--- src/rtl/core/pfra_pkg.sv ---
// Shared types, codes and sizing constants for the page frame allocator.
`timescale 1ns / 1ps

package pfra_pkg;

	localparam int NUM_FRAMES     = 1024;
	localparam int FRAME_SHIFT    = 12;
	localparam int COUNT_BITS_DEF = 16;

	localparam int FRAME_W   = $clog2(NUM_FRAMES);
	localparam int LINK_W    = $clog2(NUM_FRAMES + 1);
	localparam int PHYS_W    = 22;
	localparam int CNT_OUT_W = 16;

	localparam logic [LINK_W-1:0] NULL_LINK = LINK_W'(NUM_FRAMES);

	typedef enum logic [1:0] {
		FN_ALLOC = 2'd0,
		FN_FREE  = 2'd1,
		FN_ADD   = 2'd2,
		FN_DROP  = 2'd3
	} func_t;

	typedef enum logic [2:0] {
		ST_OK     = 3'd0,
		ST_EMPTY  = 3'd1,
		ST_UNDER  = 3'd2,
		ST_REFD   = 3'd3,
		ST_DOUBLE = 3'd4,
		ST_OVER   = 3'd5
	} status_t;

	typedef struct packed {
		func_t              func;
		logic [FRAME_W-1:0] frame_index;
	} req_t;

	typedef struct packed {
		logic [FRAME_W-1:0]   result_frame;
		logic [PHYS_W-1:0]    phys_address;
		logic [CNT_OUT_W-1:0] count_after;
		logic                 frame_released;
		status_t              status;
	} rsp_t;

	// Frame memory port control
	typedef struct packed {
		logic               re;
		logic               we;
		logic [FRAME_W-1:0] addr;
	} ram_ctl_t;

endpackage

--- src/rtl/core/pfra_ctrl.sv ---
// Sequencer: clearing pass, read-modify-write of frame entries, result register.
`timescale 1ns / 1ps

module pfra_ctrl #(
	parameter int COUNT_BITS = pfra_pkg::COUNT_BITS_DEF,
	parameter int DATA_W     = pfra_pkg::LINK_W + 1 + COUNT_BITS
) (
	input  logic               clk,
	input  logic               arst_n,
	input  logic               req_valid,
	output logic               req_stall,
	input  pfra_pkg::req_t     req,
	output logic               rsp_valid,
	input  logic               rsp_stall,
	output pfra_pkg::rsp_t     rsp,
	output pfra_pkg::ram_ctl_t ram_ctl,
	output logic [DATA_W-1:0]  ram_wdata,
	input  logic [DATA_W-1:0]  ram_rdata
);
	import pfra_pkg::*;

	typedef enum logic [1:0] {
		S_CLEAR,
		S_IDLE,
		S_EXEC
	} state_t;

	state_t              state_q;
	logic [FRAME_W-1:0]  clr_q;
	logic [LINK_W-1:0]   head_q;
	func_t               func_q;
	logic [FRAME_W-1:0]  frame_q;
	logic                out_valid_q;
	rsp_t                rsp_q;

	logic                accept;
	logic                load;
	logic [FRAME_W-1:0]  rd_addr;
	logic [LINK_W-1:0]   rd_link;
	logic                rd_free;
	logic [COUNT_BITS-1:0] rd_cnt;
	logic [COUNT_BITS-1:0] cnt_inc;
	logic [COUNT_BITS-1:0] cnt_dec;
	logic [LINK_W-1:0]   head_d;
	rsp_t                rsp_d;

	assign accept  = (state_q == S_IDLE) && req_valid;
	assign load    = (state_q == S_EXEC) && (!out_valid_q || !rsp_stall);
	assign rd_addr = (req.func == FN_ALLOC) ? head_q[FRAME_W-1:0] : req.frame_index;

	assign rd_link = ram_rdata[DATA_W-1 -: LINK_W];
	assign rd_free = ram_rdata[COUNT_BITS];
	assign rd_cnt  = ram_rdata[COUNT_BITS-1:0];
	assign cnt_inc = rd_cnt + COUNT_BITS'(1);
	assign cnt_dec = rd_cnt - COUNT_BITS'(1);

	// memory control for clearing and idle reads, decision and write-back in execute
	always_comb begin
		ram_ctl        = '0;
		ram_wdata      = '0;
		head_d         = head_q;
		rsp_d          = '0;
		rsp_d.status   = ST_OK;
		rsp_d.result_frame   = frame_q;
		rsp_d.phys_address   = PHYS_W'(frame_q) << FRAME_SHIFT;
		rsp_d.count_after    = CNT_OUT_W'(rd_cnt);
		rsp_d.frame_released = 1'b0;

		case (state_q)
			S_CLEAR: begin
				ram_ctl.we   = 1'b1;
				ram_ctl.addr = clr_q;
				ram_wdata    = {LINK_W'(clr_q) + LINK_W'(1), 1'b1, COUNT_BITS'(0)};
			end
			S_IDLE: begin
				ram_ctl.re   = accept;
				ram_ctl.addr = rd_addr;
			end
			S_EXEC: begin
				ram_ctl.addr = frame_q;
				case (func_q)
					FN_ALLOC: begin
						if (head_q == NULL_LINK) begin
							rsp_d.status       = ST_EMPTY;
							rsp_d.result_frame = '0;
							rsp_d.phys_address = '0;
							rsp_d.count_after  = '0;
						end else begin
							ram_ctl.we        = load;
							ram_wdata         = {NULL_LINK, 1'b0, COUNT_BITS'(0)};
							head_d            = rd_link;
							rsp_d.count_after = '0;
						end
					end
					FN_FREE: begin
						if (rd_free) begin
							rsp_d.status = ST_DOUBLE;
						end else if (rd_cnt != '0) begin
							rsp_d.status = ST_REFD;
						end else begin
							ram_ctl.we           = load;
							ram_wdata            = {head_q, 1'b1, COUNT_BITS'(0)};
							head_d               = LINK_W'(frame_q);
							rsp_d.frame_released = 1'b1;
						end
					end
					FN_ADD: begin
						if (rd_cnt == '1) begin
							rsp_d.status = ST_OVER;
						end else begin
							ram_ctl.we        = load;
							ram_wdata         = {rd_link, rd_free, cnt_inc};
							rsp_d.count_after = CNT_OUT_W'(cnt_inc);
						end
					end
					default: begin
						if (rd_cnt == '0) begin
							rsp_d.status = ST_UNDER;
						end else begin
							ram_ctl.we        = load;
							rsp_d.count_after = CNT_OUT_W'(cnt_dec);
							if (cnt_dec == '0 && !rd_free) begin
								ram_wdata            = {head_q, 1'b1, COUNT_BITS'(0)};
								head_d               = LINK_W'(frame_q);
								rsp_d.frame_released = 1'b1;
							end else begin
								ram_wdata = {rd_link, rd_free, cnt_dec};
							end
						end
					end
				endcase
			end
			default: begin
				ram_ctl = '0;
			end
		endcase
	end

	always_ff @(posedge clk or negedge arst_n) begin
		if (!arst_n) begin
			state_q     <= S_CLEAR;
			clr_q       <= '0;
			head_q      <= '0;
			func_q      <= FN_ALLOC;
			frame_q     <= '0;
			out_valid_q <= 1'b0;
			rsp_q       <= '0;
		end else begin
			// a new result in the same cycle keeps the register full
			if (out_valid_q && !rsp_stall && !load) begin
				out_valid_q <= 1'b0;
			end
			case (state_q)
				S_CLEAR: begin
					clr_q <= clr_q + FRAME_W'(1);
					if (clr_q == FRAME_W'(NUM_FRAMES - 1)) begin
						state_q <= S_IDLE;
					end
				end
				S_IDLE: begin
					if (accept) begin
						func_q  <= req.func;
						frame_q <= rd_addr;
						state_q <= S_EXEC;
					end
				end
				S_EXEC: begin
					if (load) begin
						rsp_q       <= rsp_d;
						head_q      <= head_d;
						out_valid_q <= 1'b1;
						state_q     <= S_IDLE;
					end
				end
				default: begin
					state_q <= S_CLEAR;
				end
			endcase
		end
	end

	assign req_stall = (state_q != S_IDLE);
	assign rsp_valid = out_valid_q;
	assign rsp       = rsp_q;

	a_no_write_idle: assert property (@(posedge clk) disable iff (!arst_n)
		(state_q == S_IDLE) |-> !ram_ctl.we)
		else $error("frame memory written while idle");

	a_accept_exec: assert property (@(posedge clk) disable iff (!arst_n)
		(req_valid && !req_stall) |=> (state_q == S_EXEC))
		else $error("accepted request not executed next cycle");

	a_head_range: assert property (@(posedge clk) disable iff (!arst_n)
		head_q <= NULL_LINK)
		else $error("free list head out of range");

	a_rsp_from_exec: assert property (@(posedge clk) disable iff (!arst_n)
		$rose(out_valid_q) |-> ($past(state_q) == S_EXEC))
		else $error("result raised outside execute");

	a_release_ok: assert property (@(posedge clk) disable iff (!arst_n)
		(out_valid_q && rsp_q.frame_released) |-> (rsp_q.status == ST_OK))
		else $error("release flagged on rejected request");

endmodule

--- config.mk ---
export PLATFORM = sky130hd
export DESIGN_NAME = pfra_ctrl
export DESIGN_NICKNAME = d
export VERILOG_FILES = /design/src/rtl/core/pfra_pkg.sv /design/src/rtl/core/pfra_ctrl.sv
export SDC_FILE = /design/constraint.sdc
export NUM_CORES = 1
export LEC_CHECK = 0
export BUFFER_PORTS_ARGS = -buffer_cell sky130_fd_sc_hd__buf_2
export CAP_MARGIN = 20
export CORE_ASPECT_RATIO = 1.75
export CORE_MARGIN = 3
export CORE_UTILIZATION = 40
export CTS_BUF_LIST = sky130_fd_sc_hd__clkbuf_8
export DETAILED_ROUTE_END_ITERATION = 8
export GPL_ROUTABILITY_DRIVEN = 0
export PLACE_DENSITY = 0.65
export REMOVE_ABC_BUFFERS = 1
export SLEW_MARGIN = 10
export SYNTH_ARGS = -nofsm -noshare
export SYNTH_HDL_FRONTEND = slang
export SYNTH_SLANG_ARGS = --single-unit
--- constraint.sdc ---
create_clock -name clk -period 3.39 [get_ports clk]
set_clock_uncertainty 0.05 [all_clocks]
set_input_delay 0.339 -clock clk [delete_from_list [all_inputs] [get_ports clk]]
set_output_delay 0.339 -clock clk [all_outputs]
set_load 0.03 [all_outputs]
# Word level (Yosys, flattened, before mapping)
# Cells that the tools add are included.
[totals]
regBits = 88
wordCells = 99
output_inout_bits = 94
[op_classes]
bitwise_logic = 1
eq_ne = 15
addsub = 4
reduce_logical = 22
muxes = 46
[op_table]
columns = ["op", "n"]
rows = [
  ["28-bit 2-to-1 mux", 6],
  ["28-bit case mux with 3 select lines", 1],
  ["32-bit 2-to-1 mux", 2],
  ["28-bit case mux with 2 select lines", 1],
  ["11-bit 2-to-1 mux", 5],
  ["16-bit case mux with 3 select lines", 1],
  ["11-bit case mux with 3 select lines", 1],
  ["16-bit zero test", 2],
  ["10-bit case mux with 3 select lines", 1],
  ["17-bit 2-to-1 mux", 1],
  ["16-bit by 1-bit adder with 16-bit output, second input constant", 1],
  ["16-bit equality test, second input constant", 1],
  ["16-bit 2-to-1 mux", 1],
  ["16-bit nonzero test", 1],
  ["16-bit by 1-bit subtractor with 16-bit output, second input constant", 1],
  ["1-bit 2-to-1 mux", 13],
  ["2-bit != test, second input constant", 6],
  ["10-bit by 1-bit adder with 11-bit output, second input constant", 1],
  ["11-bit equality test, second input constant", 1],
  ["10-bit by 1-bit adder with 10-bit output, second input constant", 1],
  ["10-bit equality test, second input constant", 1],
  ["10-bit 2-to-1 mux", 1],
  ["2-bit 2-to-1 mux", 5],
  ["3-bit case mux with 3 select lines", 1],
  ["18 further kinds", 32],
]

# Depth between registers and ports, before layout
# Gate-level depths: netlist of run 1.
[depth]
word_depth = 8
mapped_depth = 12
mapped_depth_nobuf = 9

# Worst setup path before layout of run 1
# OpenSTA, ideal clock, no wires.
[synth_timing]
kind = "input to output"
start = "input ram_rdata[0]"
end = "output ram_wdata[25]"
cell_stages = 11
setup_slack_ps = -467
required_ps = 3001
arrival_time_ps = 3468
path_buffers = 3
cell_sequence = "clkbuf_1 > inv_1 > ha_1 > or3b_2 > or4_4 > buf_6 > a2111oi_4 > a31o_2 > buf_2 > nor2_1 > o32ai_1"
[synth_via]
elab_chain_len = 7
[synth_rtl]
columns = ["item", "line", "source"]
rows = [
  ["start, declared", "pfra_ctrl.sv:18", "input logic [DATA_W-1:0] ram_rdata"],
  ["16-bit by 1-bit subtractor with 16-bit output", "pfra_ctrl.sv:55", "assign cnt_dec = rd_cnt - COUNT_BITS'(1);"],
  ["16-bit zero test", "pfra_ctrl.sv:122", "if (cnt_dec == '0 && !rd_free) begin"],
  ["1-bit logical AND", "pfra_ctrl.sv:122", ""],
  ["28-bit 2-to-1 mux", "pfra_ctrl.sv:122", ""],
  ["28-bit 2-to-1 mux", "pfra_ctrl.sv:117", "if (rd_cnt == '0) begin"],
  ["28-bit case mux with 3 select lines *", "pfra_ctrl.sv:81", "case (func_q)"],
  ["28-bit case mux with 2 select lines *", "pfra_ctrl.sv:69", "case (state_q)"],
  ["end, declared", "pfra_ctrl.sv:17", "output logic [DATA_W-1:0] ram_wdata,"],
]
# Mark *: on every way between the ends. The rest lies on a longest branch, timed or not.

# Worst setup path after layout of run 1
[layout_timing]
start = "input ram_rdata[1]"
end = "output ram_wdata[3]"
# The elaborated chain is that of the path after synthesis.

==> metrics.csv, run 1 <==
metric,value,unit
run status,"complete, no violations",
largest net degree at the start of global routing,39,
critical path arrival,2.97,ns
Synth Warn #,0,
Die Ht,160,um
fin crit share,99.1,%
startpoint types,input port,
Num CTS Buffers,9,
routed wire length,21800,um
Filler cells,1258,
"EDFF count, synth",0,
post-synthesis mux area share,7.21,%
crit end category,primary output,
Post-Syn Area,5450,sq um
M3 GR Usage,4.73,%
main combinational cell family by area after synthesis,simple AND/OR/NAND/NOR gates,
"Seq/Total Area, Yosys",30.3,%
worst min path class,input port to asynchronous set/reset pin,
launch point of the worst reg-to-reg path,func_q[0]$_DFFE_PN0P_,
met2 Track Usage GR,49.0,%
Final ANT Viol Nets,0,
PD cells,766,nW/um^2
total gr overflow,0,
dominant synthesized flop cell,dfrtp_1,
CTS Sinks,66,
Leak,3.19,nW
share of layout cells above drive strength 1,33.1,%
core box area,13100,sq um
Area growth syn-to-layout,26.5,%
Yosys top cell by area,dfrtp_1,
FF-to-FF setup slack,0.89,ns
busiest grt layer,met2,
fmax,298,MHz
row count,55,
area occupied by multi-input gates,3560,sq um
FF+latch area,1650,sq um
routed len/inst,21.5,um
relative slew slack,38.1,%
Max Cap Violations,0,
Synth Area in XOR/XNOR,4.66,%
Detailed Routing Iterations Pass 1,6,
Crit path required time,3.00,ns
vias in the first global route,6125,
Synth top cells by count,"nand2_1, nor2_1, dfrtp_1",
Synth top area share,30.3,%
final setup fails,0,
met1 Usage GRT,30.4,%
Max Root-Sink Buffers,2,
Detailed Route Iter0 Violations,651,
final core area utilization,52.4,%
Synth Area in Adders,1.38,%
# placed instances,988,
DP Area,6470,sq um
Max Slew Vio Count,0,
Hold Fails Final Rpt,0,
CTS tree,done,
Gate Count Post-Synth,689,
vias,6219,
Synth area leaders,"dfrtp_1, nand2_1, o21ai_0",
total power,5.28,mW
clock insertion delay at the later pin of the skew report,0.37,ns
r2r endpoint,rsp[16]$_DFFE_PN0P_,
Yosys reg bits,66,
Die W,94.2,um
"CTS clk-pin slew, worst paths",0.07,ns
Max H-tree Level,3,
critical setup path kind,input port to primary output,
final instance area,6890,sq um
"share of synthesized cell area in and, or, nand and nor gates",24.3,%
crit path max fanout,8,
most common cell in the netlist,nand2_1,
placed wire-length estimate,16400,um
"Hold-fix buffers, CTS",0,
Die ar.,15100,sq um
synth unique cells,73,
DR DRC count,0,
initial antenna violation count,0,
CTS Root Cell,clkbuf_8,
"Async S/R FF share, synth",100,%
Syn Area/Cell,7.91,sq um
Initial Util,41.4,%
Worst VDD drop,431,uV
PortBufs,125,
worst-margin pin slew,0.929,ns
number of I/O pins,138,
GRT Total Usage,28.5,%
Period minus WS final,3.36,ns
first-pass GRT wire length,33300,um
r2r worst-path depth,8,
Via density,6.16,
final net count,883,
post-route insts no fill,1010,
Compound-Gate Fraction of Synth Area,23.8,%
## worst max-delay path: stages
cell,delay [ns]
buf_6,0.10
inv_2,0.07
ha_4,0.14
or3b_4,0.38
or4_4,0.57
xnor2_1,0.32
nor4_4,0.06
nand4b_1,0.15
buf_6,0.16
nand2_2,0.15
nor3b_2,0.29
buf_2,0.24
## state kept, by name (all words and copies together), names as in the netlist
name / flops
rsp: 30
head_q: 11
clr_q: 10
frame_q: 10
func_q: 2
state_q: 2
rsp_valid: 1
## layout make-up
type,instances,area share [%]
Timing Repair Buffer,202,18.2
Clock inverter,5,0.436
Inverter,8,0.436
Tap cell,171,3.10
Antenna cell,1,0.0363
Sequential cell,66,24.0
Multi-Input combinational cell,546,51.6
Clock buffer,11,2.20
## kinds of logic after synthesis
kind of cell / Yosys count
adder cells (fa/ha/maj): 6
multiplexers: 33
flip-flops: 66
XOR/XNOR: 29
other: 1
AND/OR/NAND/NOR: 273
AO/OA/AOI/OAI: 193
buffers and inverters: 88
## where the power goes
part,internal (mW),switching [mW],total [mW]
Combinational,1.12,2.10,3.21
Clock,0.301,0.334,0.636
Sequential,1.10,0.330,1.43
## worst max-delay path by stage
stage | start | endpoint | depth (start not counted)
after detailed placement | ram_rdata[0] | ram_wdata[20] | 12
final | ram_rdata[1] | ram_wdata[3] | 12
after global placement | ram_rdata[0] | ram_wdata[21] | 12
after floorplan | ram_rdata[0] | head_q[3]$_DFFE_PN0P_ | 8
after global routing | ram_rdata[7] | ram_wdata[25] | 10
after CTS | ram_rdata[1] | ram_wdata[23] | 10
## timing repair
action / in CTS / in global routing
gates resized for setup: 16 / 27
setup buffers: 2 / 3
endpoints found under the setup margin: 13 / 19
pin swaps: 5 / 8
## through the flow
| stage | setup slack (ns) | hold WS, ns | TNS (ns) |
|---|---|---|---|
| 2_1_floorplan | -0.358 | -0.00659 | -5.28 |
| 3_3_place_gp | -0.170 | 0.409 | -0.565 |
| 3_5_place_dp | -0.192 | 0.414 | -1.06 |
| 4_1_cts | -0.0335 | 0.0805 | -0.0833 |
| 5_1_grt | -0.0922 | 0.120 | -0.659 |
| 6_report | 0.0319 | 0.0569 | 0 |
## cells in the final DEF, fill, tap and decap left out, types with 8 or more instances in the layout
cell      synthesis  final
nor2_1           68     66
nand2_1         101    100
and2_1            8      8
dfrtp_1          66     66
a21oi_1          30     30
and3_1           10     10
conb_1            1     12
nor3_1           13     11
xnor2_1          12     12
xor2_1           17     17
mux2i_1          10     10
o21ai_0          63     62
clkbuf_8          0     11
buf_2             2    119
a22o_1           12     12
a31oi_1           9      9
mux2_2           14     14
nand3_1          18     18
mux2_4            9      9
buf_4            22     76
## routing by layer
metal  wire [um]  vias up
li1            -     2760
met1        7290     2882
met2       10900      433
met3        1630      144
met4        1880        0
met5           0        -
(Power assumes the default switching activity.)
==> run 2, diff against run 1 <==
- PLACE_DENSITY: 0.65 -> 0.63
- TNS_END_PERCENT: default -> 5
==> metrics.csv, run 2 (same netlist as run 1, synthesis figures left out) <==
metric,value,unit,change
CP most frequent cell,buf_4,,was buf_6
r2r worst-path depth,7,,was 8
Crit path required time,3.00,ns,about the same
vias in the first global route,6230,,was 6125
largest net degree at the start of global routing,47,,was 39
worst min path class,input port to flop,,was input port to asynchronous set/reset pin
initial antenna violation count,0,,unchanged
CTS tree,done,,unchanged
Detailed Route Iter0 Violations,388,,was 651
Die W,94.2,um,unchanged
worst-margin pin slew,0.930,ns,was 0.929 ns
"CTS clk-pin slew, worst paths",0.08,ns,was 0.07 ns
placed wire-length estimate,16200,um,was 16400 um
Detailed Routing Iterations Pass 1,5,,was 6
DR DRC count,0,,unchanged
Worst path depth,11,,was 12
final setup fails,8,,was 0
share of layout cells above drive strength 1,33.9,%,was 33.1%
Filler cells,1296,,was 1258
hold slack,0.143,ns,was 0.0569 ns
Metal-1 WL,7370,um,was 7290 um
"commonest non-fill, non-tap cell in the layout",buf_2,,unchanged
Reg power frac,26.4,%,was 27.1%
critical path arrival,3.07,ns,was 2.97 ns
setup TNS,-0.248,ns,was 0 ns
crit path max fanout,8,,unchanged
Max H-tree Level,3,,unchanged
Via density,6.05,,was 6.16
row count,55,,unchanged
Clock power frac,13.3,%,was 12.0%
total power,5.35,mW,was 5.28 mW
Hold Path Stages,3,,
P_sw,2.72,mW,was 2.76 mW
critical setup path kind,input port to primary output,,unchanged
worst stage delay on the critical path,0.56,ns,was 0.57 ns
Max Cap Violations,0,,unchanged
Crit path buffers/inverters,4,,unchanged
first-pass GRT wire length,33200,um,was 33300 um
fin crit share,102,%,was 99.1%
P_int,2.63,mW,was 2.52 mW
Leak,3.27,nW,was 3.19 nW
Setup WS post-layout,-0.0713,ns,was 0.0319 ns
fmax,289,MHz,was 298 MHz
post-route insts no fill,1023,,was 1010
Antenna Cells,0,,was 1
top layer in use,met4,,unchanged
PD cells,759,nW/um^2,was 766 nW/um^2
final instance area,7050,sq um,was 6890 sq um
"delay-heaviest family, CP",simple AND/OR/NAND/NOR gates,,unchanged
routed len/inst,21.2,um,was 21.5 um
Area growth syn-to-layout,29.4,%,was 26.5%
CTS Root Cell,clkbuf_8,,unchanged
area occupied by multi-input gates,3530,sq um,was 3560 sq um
"commonest non-fill, non-tap cells in the layout","buf_2, nand2_1, buf_4",,unchanged
Max Root-Sink Buffers,2,,unchanged
Final ANT Viol Nets,0,,unchanged
net switching fraction of the power,50.8,%,was 52.3%
clock insertion delay at the later pin of the skew report,0.36,ns,was 0.37 ns
failing checks,negative setup slack,,
routed wire length,21700,um,was 21800 um
total gr overflow,0,,unchanged
CTS Sinks,66,,unchanged
number of I/O pins,138,,unchanged
core box area,13100,sq um,unchanged
crit-path cells,buf_8 > inv_4 > ha_4 > or3b_4 > or4_4 > a2111oi_4 > buf_4 > nand4b_4 > a221oi_2 > o32ai_2 > buf_4,,was buf_6 > inv_2 > ha_4 > or3b_4 > or4_4 > xnor2_1 > nor4_4 > nand4b_1 > buf_6 > nand2_2 > nor3b_2 > buf_2
Initial Util,41.4,%,unchanged
PortBufs,125,,unchanged
Period minus WS final,3.46,ns,was 3.36 ns
run status,"finished, violations left",,"was complete, no violations"
Max Slew Vio Count,0,,unchanged
GRT Total Usage,28.6,%,was 28.5%
final net count,898,,was 883
max FFs per register,30,,unchanged
DP Area,6560,sq um,was 6470 sq um
relative slew slack,38.0,%,was 38.1%
met3 WL,1640,um,was 1630 um
Die ar.,15100,sq um,unchanged
Num CTS Buffers,9,,unchanged
vias,6188,,was 6219
crit end category,primary output,,unchanged
RSZ-0062 raised after global routing,true,,
pre-CTS WS,-0.276,ns,was -0.192 ns
met2 WL,11100,um,was 10900 um
final core area utilization,53.6,%,was 52.4%
Hold Fails Final Rpt,0,,unchanged
Worst VDD drop,452,uV,was 431 uV
CP max-delay cell,or4_4,,unchanged
Die Ht,160,um,unchanged
FF+latch area,1650,sq um,unchanged
Combinational Power Share,60.3,%,was 60.9%
startpoint types,input port,,unchanged
# placed instances,1001,,was 988
## run 2: changes by cell type in the layout (fill, tap and decap cells not counted), moves of 2 or more
cell     previous run  this run
nor3b_2             2         0
buf_4              76        97
inv_2               2         0
a21oi_1            30        28
nor3b_1             2         4
inv_4               0         2
buf_2             119       109
a21oi_2             0         2
## run 2: repair_timing
action,in CTS,in global routing
gates resized for setup,23,31
buffers inserted,3,2
hold buffers,0,1
pin swaps,8,8
endpoints found under the hold margin,0,13
gates cloned,0,0
setup endpoints to repair,20,22
## run 2: worst min-delay path, stage by stage
cell and delay, ns:
buf_2 0.09, nand2_1 0.04, nand2_1 0.05
## run 2: layout make-up
cell class	count	area share (%)
clock buffer	12	2.34
tap	171	3.04
clock inverter	3	0.550
timing repair buffer	217	20.1
sequential	66	23.4
multi-input combinational	546	50.0
inverter	8	0.497
## run 2: routing by layer
layer  vias to the layer above  GRT usage, %
met5                         -             0
met4                         0          19.2
met1                      2916          29.6
met3                       111          5.76
met2                       378          50.5
li1                       2783             -
## run 2: path summary, 6_finish.rpt
kind | startpoint | slack, ns | end
max | ram_rdata[1] | -0.07 | ram_wdata[17]
min | req[11] | 0.14 | func_q[1]$_DFFE_PN0P_
max in group asynchronous | arst_n | 2.15 | clr_q[0]$_DFFE_PN0P_
min reg2reg | rsp[8]$_DFFE_PN0P_ | 0.43 | rsp[8]$_DFFE_PN0P_
max reg2reg | head_q[7]$_DFFE_PN0P_ | 0.99 | head_q[1]$_DFFE_PN0P_
min in group asynchronous | arst_n | 0.38 | rsp[14]$_DFFE_PN0P_
## run 2: power groups by stage
stage	clock [mW]	combinational [mW]	sequential, mW
after floorplan	0	1.55	1.83
after global placement	0	3.06	1.41
after detailed placement	0	3.10	1.42
after CTS	0.724	3.18	1.41
after global routing	0.755	3.46	1.46
final	0.712	3.23	1.41
